===== config.mk =====
export PLATFORM = sky130hd
export DESIGN_NAME = countdown_timer_controller
export DESIGN_NICKNAME = d
export VERILOG_FILES = /design/src/rtl/ctc_pkg.sv /design/src/rtl/ctc_step.sv /design/src/rtl/countdown_timer_controller.sv
export SDC_FILE = /design/constraint.sdc
export NUM_CORES = 1
export LEC_CHECK = 0
export ABC_AREA = 0
export BUFFER_PORTS_ARGS = -buffer_cell sky130_fd_sc_hd__buf_2
export CAP_MARGIN = 10
export CORE_ASPECT_RATIO = 1.5
export CORE_UTILIZATION = 35
export CTS_BUF_LIST = sky130_fd_sc_hd__clkbuf_8
export DETAILED_ROUTE_END_ITERATION = 10
export PLACE_DENSITY = 0.56
export REMOVE_ABC_BUFFERS = 1
export SLEW_MARGIN = 40
export SYNTH_ARGS = -nofsm -noshare
export SYNTH_HDL_FRONTEND = slang
export SYNTH_HIERARCHICAL = 1
export SYNTH_SLANG_ARGS = --single-unit

===== constraint.sdc =====
create_clock -name clock -period 8 [get_ports clock]
set_input_delay 2 -clock clock [delete_from_list [all_inputs] [get_ports clock]]
set_output_delay 2 -clock clock [all_outputs]
set_load 0.05 [all_outputs]

===== src/rtl/ctc_pkg.sv =====
`default_nettype none

package ctc_pkg;

   // Mode codes
   localparam logic [2:0] MODE_OFF     = 3'd0;
   localparam logic [2:0] MODE_SET_SEC = 3'd1;
   localparam logic [2:0] MODE_SET_MIN = 3'd2;
   localparam logic [2:0] MODE_PAUSE   = 3'd3;
   localparam logic [2:0] MODE_RUN     = 3'd4;

   // Item kinds
   localparam logic [1:0] OP_TICK    = 2'd0;
   localparam logic [1:0] OP_BUTTON  = 2'd1;
   localparam logic [1:0] OP_ENCODER = 2'd2;

   // Buttons that matter
   localparam logic [1:0] BUTTON_FWD  = 2'd1;
   localparam logic [1:0] BUTTON_BACK = 2'd2;

   localparam int TIMEOUT_W = 17;
   localparam logic [TIMEOUT_W-1:0] TIMEOUT_RESET = 17'd60000;

   // Remaining time kept as mixed-radix digits: minutes, seconds, milliseconds
   typedef struct packed {
      logic [6:0] minutes;
      logic [5:0] seconds;
      logic [9:0] millis;
   } time_type;

   localparam time_type TIME_RESET = '{minutes: 7'd0, seconds: 6'd30, millis: 10'd0};

   // Next state and result of one word
   typedef struct packed {
      logic [2:0]           mode;
      time_type             remaining;
      logic [TIMEOUT_W-1:0] elapsed;
      logic                 expired;
   } step_type;

   // (sec + delta) mod 60, sec in 0..59, delta in -128..127
   function automatic logic [5:0] wrap_sec(logic [5:0] sec, logic signed [7:0] delta);
      logic [8:0] sum;
      logic [9:0] r;
      sum = {3'b000, sec} + {delta[7], delta};
      r = {sum[8], sum} + 10'd180;
      if (r >= 10'd240) r = r - 10'd240;
      if (r >= 10'd120) r = r - 10'd120;
      if (r >= 10'd60)  r = r - 10'd60;
      return r[5:0];
   endfunction

   // (min + delta) mod 100, min in 0..99, delta in -128..127
   function automatic logic [6:0] wrap_min(logic [6:0] mins, logic signed [7:0] delta);
      logic [8:0] sum;
      logic [9:0] r;
      sum = {2'b00, mins} + {delta[7], delta};
      r = {sum[8], sum} + 10'd200;
      if (r >= 10'd400) r = r - 10'd400;
      if (r >= 10'd200) r = r - 10'd200;
      if (r >= 10'd100) r = r - 10'd100;
      return r[6:0];
   endfunction

endpackage

`default_nettype wire


===== src/rtl/ctc_step.sv =====
`default_nettype none

module ctc_step
   import ctc_pkg::*;
(
   input  wire logic [2:0]           mode,
   input  wire time_type             remaining,
   input  wire logic [TIMEOUT_W-1:0] elapsed,
   input  wire logic [TIMEOUT_W-1:0] timeout,
   input  wire logic [1:0]           op,
   input  wire logic [1:0]           button_id,
   input  wire logic signed [7:0]    encoder_delta,
   output step_type                  nxt
);

   logic [TIMEOUT_W-1:0] elapsed_inc;
   time_type             dec_time;
   logic                 rem_zero;
   logic                 dec_zero;

   assign elapsed_inc = (elapsed == {TIMEOUT_W{1'b1}}) ? elapsed : elapsed + 1'b1;
   assign rem_zero    = (remaining == '0);

   // Mixed-radix decrement, held at zero
   always_comb begin
      dec_time = remaining;
      if (!rem_zero) begin
         if (remaining.millis != 10'd0) begin
            dec_time.millis = remaining.millis - 10'd1;
         end else begin
            dec_time.millis = 10'd999;
            if (remaining.seconds != 6'd0) begin
               dec_time.seconds = remaining.seconds - 6'd1;
            end else begin
               dec_time.seconds = 6'd59;
               dec_time.minutes = remaining.minutes - 7'd1;
            end
         end
      end
   end

   assign dec_zero = (dec_time == '0);

   always_comb begin
      nxt.mode      = mode;
      nxt.remaining = remaining;
      nxt.elapsed   = elapsed;
      nxt.expired   = 1'b0;
      case (op)
         OP_TICK: begin
            nxt.elapsed = elapsed_inc;
            case (mode)
               MODE_SET_SEC: begin
                  if (elapsed_inc >= timeout) begin
                     nxt.mode    = MODE_OFF;
                     nxt.elapsed = '0;
                  end
               end
               MODE_SET_MIN: begin
                  if (elapsed_inc >= timeout) begin
                     nxt.mode    = MODE_PAUSE;
                     nxt.elapsed = '0;
                  end
               end
               MODE_RUN: begin
                  nxt.remaining = dec_time;
                  if (dec_zero) begin
                     nxt.mode    = MODE_OFF;
                     nxt.elapsed = '0;
                     nxt.expired = 1'b1;
                  end
               end
               default: ;
            endcase
         end
         OP_BUTTON: begin
            case (mode)
               MODE_OFF: begin
                  if (button_id == BUTTON_FWD) nxt.mode = MODE_SET_SEC;
               end
               MODE_SET_SEC: begin
                  if (button_id == BUTTON_FWD)       nxt.mode = MODE_SET_MIN;
                  else if (button_id == BUTTON_BACK) nxt.mode = MODE_OFF;
               end
               MODE_SET_MIN: begin
                  if (button_id == BUTTON_FWD)       nxt.mode = MODE_PAUSE;
                  else if (button_id == BUTTON_BACK) nxt.mode = MODE_SET_SEC;
               end
               MODE_PAUSE: begin
                  if (button_id == BUTTON_FWD)       nxt.mode = MODE_RUN;
                  else if (button_id == BUTTON_BACK) nxt.mode = MODE_SET_MIN;
               end
               MODE_RUN: begin
                  if (button_id == BUTTON_BACK) nxt.mode = MODE_PAUSE;
               end
               default: ;
            endcase
            if (nxt.mode != mode) nxt.elapsed = '0;
         end
         OP_ENCODER: begin
            if (mode == MODE_SET_SEC) begin
               nxt.remaining.seconds = wrap_sec(remaining.seconds, encoder_delta);
            end else if (mode == MODE_SET_MIN) begin
               nxt.remaining.minutes = wrap_min(remaining.minutes, encoder_delta);
            end
         end
         default: ;
      endcase
   end

endmodule

`default_nettype wire


===== src/rtl/countdown_timer_controller.sv =====
// Countdown timer controller.
// Request channel (req_valid / req_stall) carries one word per event: a
// one-millisecond tick, a button press (buttons 1 and 2 act) or an encoder
// step count. Every accepted word gives exactly one response word on the
// rsp_ channel: minutes, seconds and mode after the event, plus an expired
// flag raised on the tick at which a running countdown reaches zero.
// The response word is registered at the edge that accepts the request.
// Throughput is one word per cycle while no response is stalled, set by
// the single next-state step between the state and response registers.
// When rsp_stall is high the response register holds its word and a new
// request is taken only in a cycle where that word leaves; req_stall is high
// exactly while a held response is stalled.
// csr_wr_en / csr_wr_data write the inactivity timeout in milliseconds; write
// it only while no event is in flight.
// Synchronous reset gives mode off, 00:30 remaining, timeout 60000 ms and an
// empty response register.
`default_nettype none

module countdown_timer_controller
   import ctc_pkg::*;
(
   input  wire logic                 clock,
   input  wire logic                 reset,
   input  wire logic                 req_valid,
   output logic                      req_stall,
   input  wire logic [1:0]           req_op,
   input  wire logic [1:0]           req_button_id,
   input  wire logic signed [7:0]    req_encoder_delta,
   output logic                      rsp_valid,
   input  wire logic                 rsp_stall,
   output logic [6:0]                rsp_minutes,
   output logic [5:0]                rsp_seconds,
   output logic [2:0]                rsp_mode,
   output logic                      rsp_expired,
   input  wire logic                 csr_wr_en,
   input  wire logic [TIMEOUT_W-1:0] csr_wr_data
);

   // Timer state
   logic [2:0]           mode_ff;
   time_type             remaining_ff;
   logic [TIMEOUT_W-1:0] elapsed_ff;
   logic [TIMEOUT_W-1:0] timeout_ff;

   // Response register
   logic       rsp_valid_ff;
   logic [6:0] rsp_minutes_ff;
   logic [5:0] rsp_seconds_ff;
   logic [2:0] rsp_mode_ff;
   logic       rsp_expired_ff;

   step_type nxt;
   logic     accept;

   ctc_step u_step (
      .mode          (mode_ff),
      .remaining     (remaining_ff),
      .elapsed       (elapsed_ff),
      .timeout       (timeout_ff),
      .op            (req_op),
      .button_id     (req_button_id),
      .encoder_delta (req_encoder_delta),
      .nxt           (nxt)
   );

   // Hold the request side only while a finished word is stuck at the output
   assign req_stall = rsp_valid_ff & rsp_stall;
   assign accept    = req_valid & ~req_stall;

   always_ff @(posedge clock) begin
      if (reset) begin
         timeout_ff <= TIMEOUT_RESET;
      end else if (csr_wr_en) begin
         timeout_ff <= csr_wr_data;
      end
   end

   // Advance the timer state on every accepted word
   always_ff @(posedge clock) begin
      if (reset) begin
         mode_ff      <= MODE_OFF;
         remaining_ff <= TIME_RESET;
         elapsed_ff   <= '0;
      end else if (accept) begin
         mode_ff      <= nxt.mode;
         remaining_ff <= nxt.remaining;
         elapsed_ff   <= nxt.elapsed;
      end
   end

   always_ff @(posedge clock) begin
      if (reset) begin
         rsp_valid_ff <= 1'b0;
      end else if (accept) begin
         rsp_valid_ff <= 1'b1;
      end else if (!rsp_stall) begin
         rsp_valid_ff <= 1'b0;
      end
   end

   // Payload needs no reset; load it with the word just taken
   always_ff @(posedge clock) begin
      if (accept) begin
         rsp_minutes_ff <= nxt.remaining.minutes;
         rsp_seconds_ff <= nxt.remaining.seconds;
         rsp_mode_ff    <= nxt.mode;
         rsp_expired_ff <= nxt.expired;
      end
   end

   assign rsp_valid   = rsp_valid_ff;
   assign rsp_minutes = rsp_minutes_ff;
   assign rsp_seconds = rsp_seconds_ff;
   assign rsp_mode    = rsp_mode_ff;
   assign rsp_expired = rsp_expired_ff;

endmodule

`default_nettype wire

==> flow_metrics.py, run 1 <==
metrics = {
    "finish": {
        "antenna_cells": 0,
        "n_fill_cell": 2227,
        "layout-drive-gt1-share_pct": 10.8,
        "fin_cells": 1213,
        "nets": 1031,
        "final_common_cell": "nand2b_1",
        "synthToLayoutAreaGrowth_pct": 7.41,
        "final_cell_mix": "92 x nand2b_1, 67 x mux2i_1, 62 x nor2_1, 62 x nand2_1, 61 x dfxtp_1",
    },
    "die": {
        "die_h_um": 181,
        "start_util_pct": 35.7,
        "core-area_mm2": 0.0210,
        "die_area_mm2": 0.0220,
        "io_pins": 53,
        "die_w_um": 121,
        "row_count": 65,
    },
    "worst_setup_path": {
        "critical_path_depth": 25,
        "crit_slowest_cell": "fa_1",
        "cp-startpoint": "req_encoder_delta[1]",
        "cp.required_ps": 8210,
        "cp.buffers_inverters": 2,
        "cp_max_fo": 9,
        "r2r_end": "remaining_ff[12]",
        "critPathMaxStageDelay_ps": 430,
        "r2r-start": "remaining_ff[12]",
        "crit_path_start_kind": "primary input",
        "endpoint": "remaining_ff[12]",
        "critical_path_class": "primary input to flip-flop",
        "worst_r2r_path_depth": 23,
        "crit_top_cell": "ha_1",
        "end_kind": "flip-flop",
        "arrival_ps": 6790,
        "r2r_slack_ps": 2620,
        "cp_top_family": "adder cells",
    },
    "logic_synthesis": {
        "netlist_instances": 918,
        "yosys_warnings": 6,
        "synth_area_leaders": "dfxtp_1 16%, ha_1 9.2%, mux2i_1 9.0%, nand2b_1 7.7%, edfxtp_1 6.8%",
        "yosysTopAreaCell": "dfxtp_1",
        "synth_area_per_cell_um2": 8.15,
        "seq_area_frac_synth_pct": 23.1,
        "async_flop_share_pct": 0,
        "synth_edf_count": 17,
        "syn_area_mm2": 0.00748,
        "yosysUniqueCellTypes": 96,
        "synthFlopType": "dfxtp_1",
        "yosys.area.top_type_share_pct": 16.3,
        "synth_seq_cells": 78,
    },
    "routing": {
        "met1Wirelength_um": 7890,
        "drc": 0,
        "ant_nets": 0,
        "wl_met2_um": 10100,
        "dr.pass1.iters": 5,
        "highest_layer": "met4",
        "num_vias": 6631,
        "wl_per_cell_um": 15.6,
        "routed_via_density": 5.47,
        "drt_first_iter_violations": 409,
        "routed_wl_um": 18900,
        "met3_length_um": 558,
    },
    "sta": {
        "fmax_ghz": 0.152,
        "finalCriticalPeriod_ps": 6580,
        "timing.setup.tns_ps": 0,
        "tightest_slew_ps": 775,
        "hold_viol": 0,
        "rsz0062_at_grt": "no",
        "setup_viol": 0,
        "relSlewSlack_pct": 48.2,
        "slew_viol_final": 0,
        "skew_ps": 16.9,
        "period_share_pct": 82.2,
    },
    "pwr": {
        "pwr-share-clk_pct": 28.1,
        "peakVddDrop_mv": 0.0848,
        "p_seq_share_pct": 38.5,
        "p_comb_share_pct": 33.4,
        "p_int_mw": 0.709,
        "p_leak_nw": 3.42,
        "netSwitchingPower_mw": 0.391,
        "p_per_area_mw_per_mm2": 137,
        "netSwitchingFraction_pct": 35.5,
    },
    "global_routing": {
        "grt_pass1_vias": 6301,
        "grtUsageTotal_pct": 17.4,
        "grt_pass1_wl_um": 30700,
        "antenna_found_initial": 0,
        "grt_max_degree": 105,
        "grt_overflow": 0,
    },
    "cts": {
        "post_cts_resized": 0,
        "insertion_delay_ps": 360,
        "cts_sinks": 78,
        "cts_buffer_depth": 2,
        "numCtsBuffers": 9,
        "cts_tree": "built",
        "path_clk_slew_ps": 90,
        "post_cts_buffers": 0,
        "htree_levels": 3,
        "ctsRootBufferMaster": "clkbuf_8",
        "cts_hold_buf": 0,
    },
    "hold_path": {
        "hold_class": "flip-flop to flip-flop",
    },
    "placed_design": {
        "dp_cells": 1197,
        "place_congestion": 0.850,
        "port-buffer-count": 52,
        "place_hpwl_um": 14300,
    },
    "run": {
        "cap_violations": 0,
    },
    "status": {
        "status": "completed",
    },
}
## power by group through the flow
stage          registers [mW]  clock network (mW)  logic, mW
2_1_floorplan           0.448                   0      0.264
3_3_place_gp            0.433                   0      0.365
4_1_cts                 0.424               0.325      0.368
5_1_grt                 0.426               0.339      0.408
6_report                0.424               0.309      0.367
3_5_place_dp            0.433                   0      0.366
## flip-flops by register name (all words and copies together), names as in the netlist
signal and count:
rsp_expired 1, elapsed_ff 17, timeout_ff 17, rsp_valid 1, mode_ff 3, remaining_ff 23
rsp_mode 3, rsp_seconds 6, rsp_minutes 7
## stage by stage
stage | power [mW] | setup slack, ps | cell area (um2) | util [%] | hold WS [ps]
2_1_floorplan | 0.712 | 1610 | 7190 | - | 460
3_3_place_gp | 0.798 | 1140 | 7830 | 37.3 | 477
3_5_place_dp | 0.799 | 1090 | 7840 | 37.4 | 487
4_1_cts | 1.12 | 1450 | 8030 | 38.3 | 510
5_1_grt | 1.17 | 1110 | 8040 | 38.3 | 541
6_report | 1.10 | 1420 | 8040 | 38.3 | 501
## layout make-up
class / count / area [um2] / area share, %
Tap cell: 268 / 335 / 4.17
Multi-Input combinational cell: 736 / 5260 / 65.4
Inverter: 58 / 218 / 2.71
Clock buffer: 9 / 124 / 1.54
Timing Repair Buffer: 57 / 302 / 3.75
Sequential cell: 78 / 1730 / 21.5
Clock inverter: 7 / 72.6 / 0.903
## synth_stat cells (all sizes together), types with 6 or more instances
cell    count
a211o      10
a211oi     17
a21o       23
a21oi      35
a22o       10
a31oi      10
and2        9
and3        9
buf        20
clkbuf     26
dfxtp      61
edfxtp     17
ha         55
inv        58
mux2i      67
nand2      62
nand2b     92
nand3      19
nand4      12
nor2       64
nor2b       9
nor3       32
nor3b       6
nor4        8
o211ai      6
o21a        7
o21ai      41
o31ai       8
or2        12
or3        14
xnor2      18
xor2        6
## cells by family (layout without fill, tap and decap cells)
family                   count (synthesis)  count (layout)  share of synthesized area [%]
AO/OA/AOI/OAI                          221             221                           21.6
XOR/XNOR                                24              24                           2.81
adder cells (fa/ha/maj)                 57              57                           9.73
buffers and inverters                  104             131                           6.80
flip-flops                              78              78                           23.1
multiplexers                            69              69                           9.26
AND/OR/NAND/NOR                        365             365                           26.6
## worst min path at each step
stage                     slack [ps]           start             end  depth (start not counted)
after CTS                        510  timeout_ff[10]  timeout_ff[10]                          2
final                            500   timeout_ff[3]   timeout_ff[3]                          2
after detailed placement         490   timeout_ff[3]   timeout_ff[3]                          2
after floorplan                  460  timeout_ff[10]  timeout_ff[10]                          2
after global routing             540   timeout_ff[2]   timeout_ff[2]                          2
after global placement           480  timeout_ff[10]  timeout_ff[10]                          2
## routing by layer
layer	vias to the layer above	track usage, %
met2	116	33.2
met1	3113	19.5
met5	-	0
met3	28	2.02
li1	3374	-
met4	0	5.88
## worst reg2reg max path, cell delays in order, from the launching register on
cell	delay, ps
dfxtp_1	560
inv_1	90
ha_1	340
fa_1	500
nor2b_4	140
o31ai_2	70
xnor2_1	420
ha_1	400
nand2_1	90
nor3_1	110
and3b_1	190
o221a_2	250
a21oi_1	150
mux2i_1	150
and2_1	250
xnor2_1	190
ha_1	240
nand2_1	60
a21o_1	160
a211oi_1	420
or4b_1	180
nand3_1	80
nor2_1	120
mux2i_1	90
No activity file was read; power rests on OpenSTA's default activity.
==> run 2, diff against run 1 <==
- ABC_AREA: 0 -> 1
- PLACE_DENSITY: 0.56 -> 0.58
- clock period: 8 -> 5.3 ns (I/O delays scaled with it)
==> run 2 against run 1 <==
Net effect: routed wire length is 2.5% higher; largest power group is now combinational logic; synthesized cell count is 28% higher; sequential share of layout area is 0.37 points lower; clock skew is 4.2 ps lower; sequential cell count stayed put; die area is 0.46% higher; final area is 1.7% higher; global-route usage is 0.92 points higher; largest cell class unchanged; via count is 11% higher; non-clock buffer count is 3 higher; cell count is 22% higher; worst hold slack worse by 38 ps.
==> flow_metrics.py, run 2 <==
metrics = {
    "status": {
        "status": "completed",
    },
    "logic_synthesis": {
        "syn_area_mm2": 0.00752,
        "synth_seq_cells": 78,
        "yosys_warnings": 6,
        "netlist_instances": 1177,
        "synth_edf_count": 17,
        "yosysUniqueCellTypes": 52,
        "seq_area_frac_synth_pct": 23.0,
        "synth_most_common_cell": "nand2_1",
        "synthFlopType": "dfxtp_1",
        "yosysTopAreaCell": "dfxtp_1",
        "synthTopCellsByCount": "274 x nand2_1, 180 x inv_1, 126 x nand3_1, 118 x nor2_1, 81 x a21oi_1",
        "async_flop_share_pct": 0,
        "synth_area_leaders": "dfxtp_1 16%, nand2_1 14%, ha_1 9.2%, inv_1 9.0%, nand3_1 8.4%",
        "synth_area_per_cell_um2": 6.39,
        "yosys.area.top_type_share_pct": 16.2,
    },
    "routing": {
        "dr.pass1.iters": 5,
        "ant_nets": 0,
        "num_vias": 7388,
        "wl_per_cell_um": 13.1,
        "routed_via_density": 4.99,
        "drc": 0,
        "drt_first_iter_violations": 336,
        "routed_wl_um": 19400,
    },
    "placed_design": {
        "dp_cells": 1467,
        "place_worst_setup_slack_ps": 91.2,
        "place_hpwl_um": 14800,
        "place_congestion": 0.884,
        "port-buffer-count": 52,
    },
    "finish": {
        "synthToLayoutAreaGrowth_pct": 8.75,
        "antenna_cells": 0,
        "largest_register": "remaining_ff",
        "final_common_cell": "nand2_1",
        "top_regs": "remaining_ff (23), elapsed_ff (17), timeout_ff (17)",
        "fin_cells": 1482,
        "final_cell_mix": "273 x nand2_1, 181 x inv_1, 126 x nand3_1, 117 x nor2_1, 81 x a21oi_1",
        "layout-drive-gt1-share_pct": 12.6,
        "largest_reg_flops": 23,
        "nets": 1301,
    },
    "worst_setup_path": {
        "r2r_end": "elapsed_ff[1]",
        "r2r-start": "elapsed_ff[8]",
        "critical_path_class": "primary input to flip-flop",
        "cp.required_ps": 5560,
        "crit_path_start_kind": "primary input",
        "end_kind": "flip-flop",
        "cp.buffers_inverters": 2,
        "critPathMaxStageDelay_ps": 430,
        "crit_top_cell": "nand2_1",
        "worst_r2r_path_depth": 28,
        "crit_slowest_cell": "fa_1",
        "cp_top_family": "simple AND/OR/NAND/NOR gates",
        "arrival_ps": 5110,
        "r2r_slack_ps": 890,
        "cp_max_fo": 7,
    },
    "global_routing": {
        "grt_pass1_wl_um": 32700,
        "grt_overflow": 0,
        "grt_max_degree": 85,
        "grt_pass1_vias": 7094,
        "grtUsageTotal_pct": 18.4,
        "antenna_found_initial": 0,
    },
    "sta": {
        "layout_setup_ws_ps": 451,
        "tightest_slew_ps": 680,
        "relSlewSlack_pct": 54.7,
        "period_share_pct": 91.5,
        "hold_viol": 0,
        "finalCriticalPeriod_ps": 4850,
        "skew_ps": 12.8,
        "rsz0062_at_grt": "no",
        "fmax_ghz": 0.206,
        "slew_viol_final": 0,
        "setup_viol": 0,
        "holdWs_ps": 463,
        "timing.setup.tns_ps": 0,
    },
    "cts": {
        "post_cts_resized": 0,
        "insertion_delay_ps": 370,
        "cts_buffer_depth": 2,
        "path_clk_slew_ps": 80,
        "post_cts_buffers": 0,
        "cts_tree": "built",
        "cts_hold_buf": 0,
        "cts_sinks": 78,
        "htree_levels": 3,
        "numCtsBuffers": 9,
        "ctsRootBufferMaster": "clkbuf_8",
    },
    "die": {
        "start_util_pct": 35.7,
        "die_w_um": 122,
        "die_h_um": 182,
        "row_count": 65,
        "io_pins": 53,
        "core-area_mm2": 0.0211,
        "die_area_mm2": 0.0221,
    },
    "hold_path": {
        "hp-start": "timeout_ff[14]",
        "worstHoldPathCells": 2,
        "hold_class": "flip-flop to flip-flop",
        "holdPathEnd": "timeout_ff[14]",
    },
    "pwr": {
        "p_leak_nw": 4.09,
        "peakVddDrop_mv": 0.0989,
        "p_per_area_mw_per_mm2": 286,
    },
    "run": {
        "cap_violations": 0,
    },
}
run 2: cell count changes in the layout (fill, tap and decap cells not counted), sizes merged, moves of 46 or more:
cell / before / now
nand2: 62 / 295
inv: 60 / 194
nand3: 19 / 144
nand2b: 92 / 0
nor2: 64 / 132
mux2i: 67 / 6
a21oi: 35 / 81
run 2: layout make-up:
class | instances | area (um2)
Clock inverter | 5 | 75.1
Multi-Input combinational cell | 868 | 4850
Sequential cell | 78 | 1730
Inverter | 193 | 727
Tap cell | 268 | 335
Fill cell | 2357 | 12900
Timing Repair Buffer | 60 | 324
Clock buffer | 10 | 138
run 2: per-layer routing:
metal  track usage (%)  part of all wire, %  up-vias
met5                 0                    0        -
met4              6.67                  2.0        0
met3              1.51                  2.9       23
met2              36.0                   54      129
met1              19.8                   41     3369
li1                  -                    -     3867
run 2: logic make-up (layout without fill, tap and decap cells):
family / after synthesis / after routing / share of synthesized area (%)
AND/OR/NAND/NOR: 609 / 609 / 37.6
XOR/XNOR: 32 / 32 / 4.23
flip-flops: 78 / 78 / 23.0
multiplexers: 6 / 6 / 0.799
adder cells (fa/ha/maj): 57 / 57 / 9.69
buffers and inverters: 231 / 268 / 12.6
AO/OA/AOI/OAI: 164 / 164 / 12.1
run 2: tightest hold or removal path, cell delays in order (launching register included):
cell and delay [ps]:
dfxtp_1 330, nand2_1 50, nand3_1 50
run 2: where the power goes:
group	switching, mW	internal (mW)	leakage (nW)
clock	0.236	0.274	0.114
sequential	0.0505	0.659	0.674
combinational	0.737	0.386	3.31
total	1.02	1.32	4.09
run 2: worst max path at each step:
stage | startpoint | endpoint | slack [ps] | cells after the start
detailed placement | req_encoder_delta[1] | remaining_ff[15] | 90 | 33
floorplan | req_encoder_delta[1] | remaining_ff[18] | 420 | 27
CTS | req_encoder_delta[1] | remaining_ff[19] | 470 | 28
global placement | req_encoder_delta[1] | remaining_ff[15] | 120 | 33
finish | req_encoder_delta[1] | remaining_ff[19] | 450 | 28
global route | req_encoder_delta[1] | remaining_ff[15] | 9 | 33
run 2: stage by stage:
step	utilization (%)	total power, mW	area [um2]
floorplan	-	1.59	7300
global placement	37.8	1.84	7960
detailed placement	37.8	1.85	7960
CTS	38.8	2.37	8170
global route	38.8	2.54	8180
finish	38.8	2.34	8180
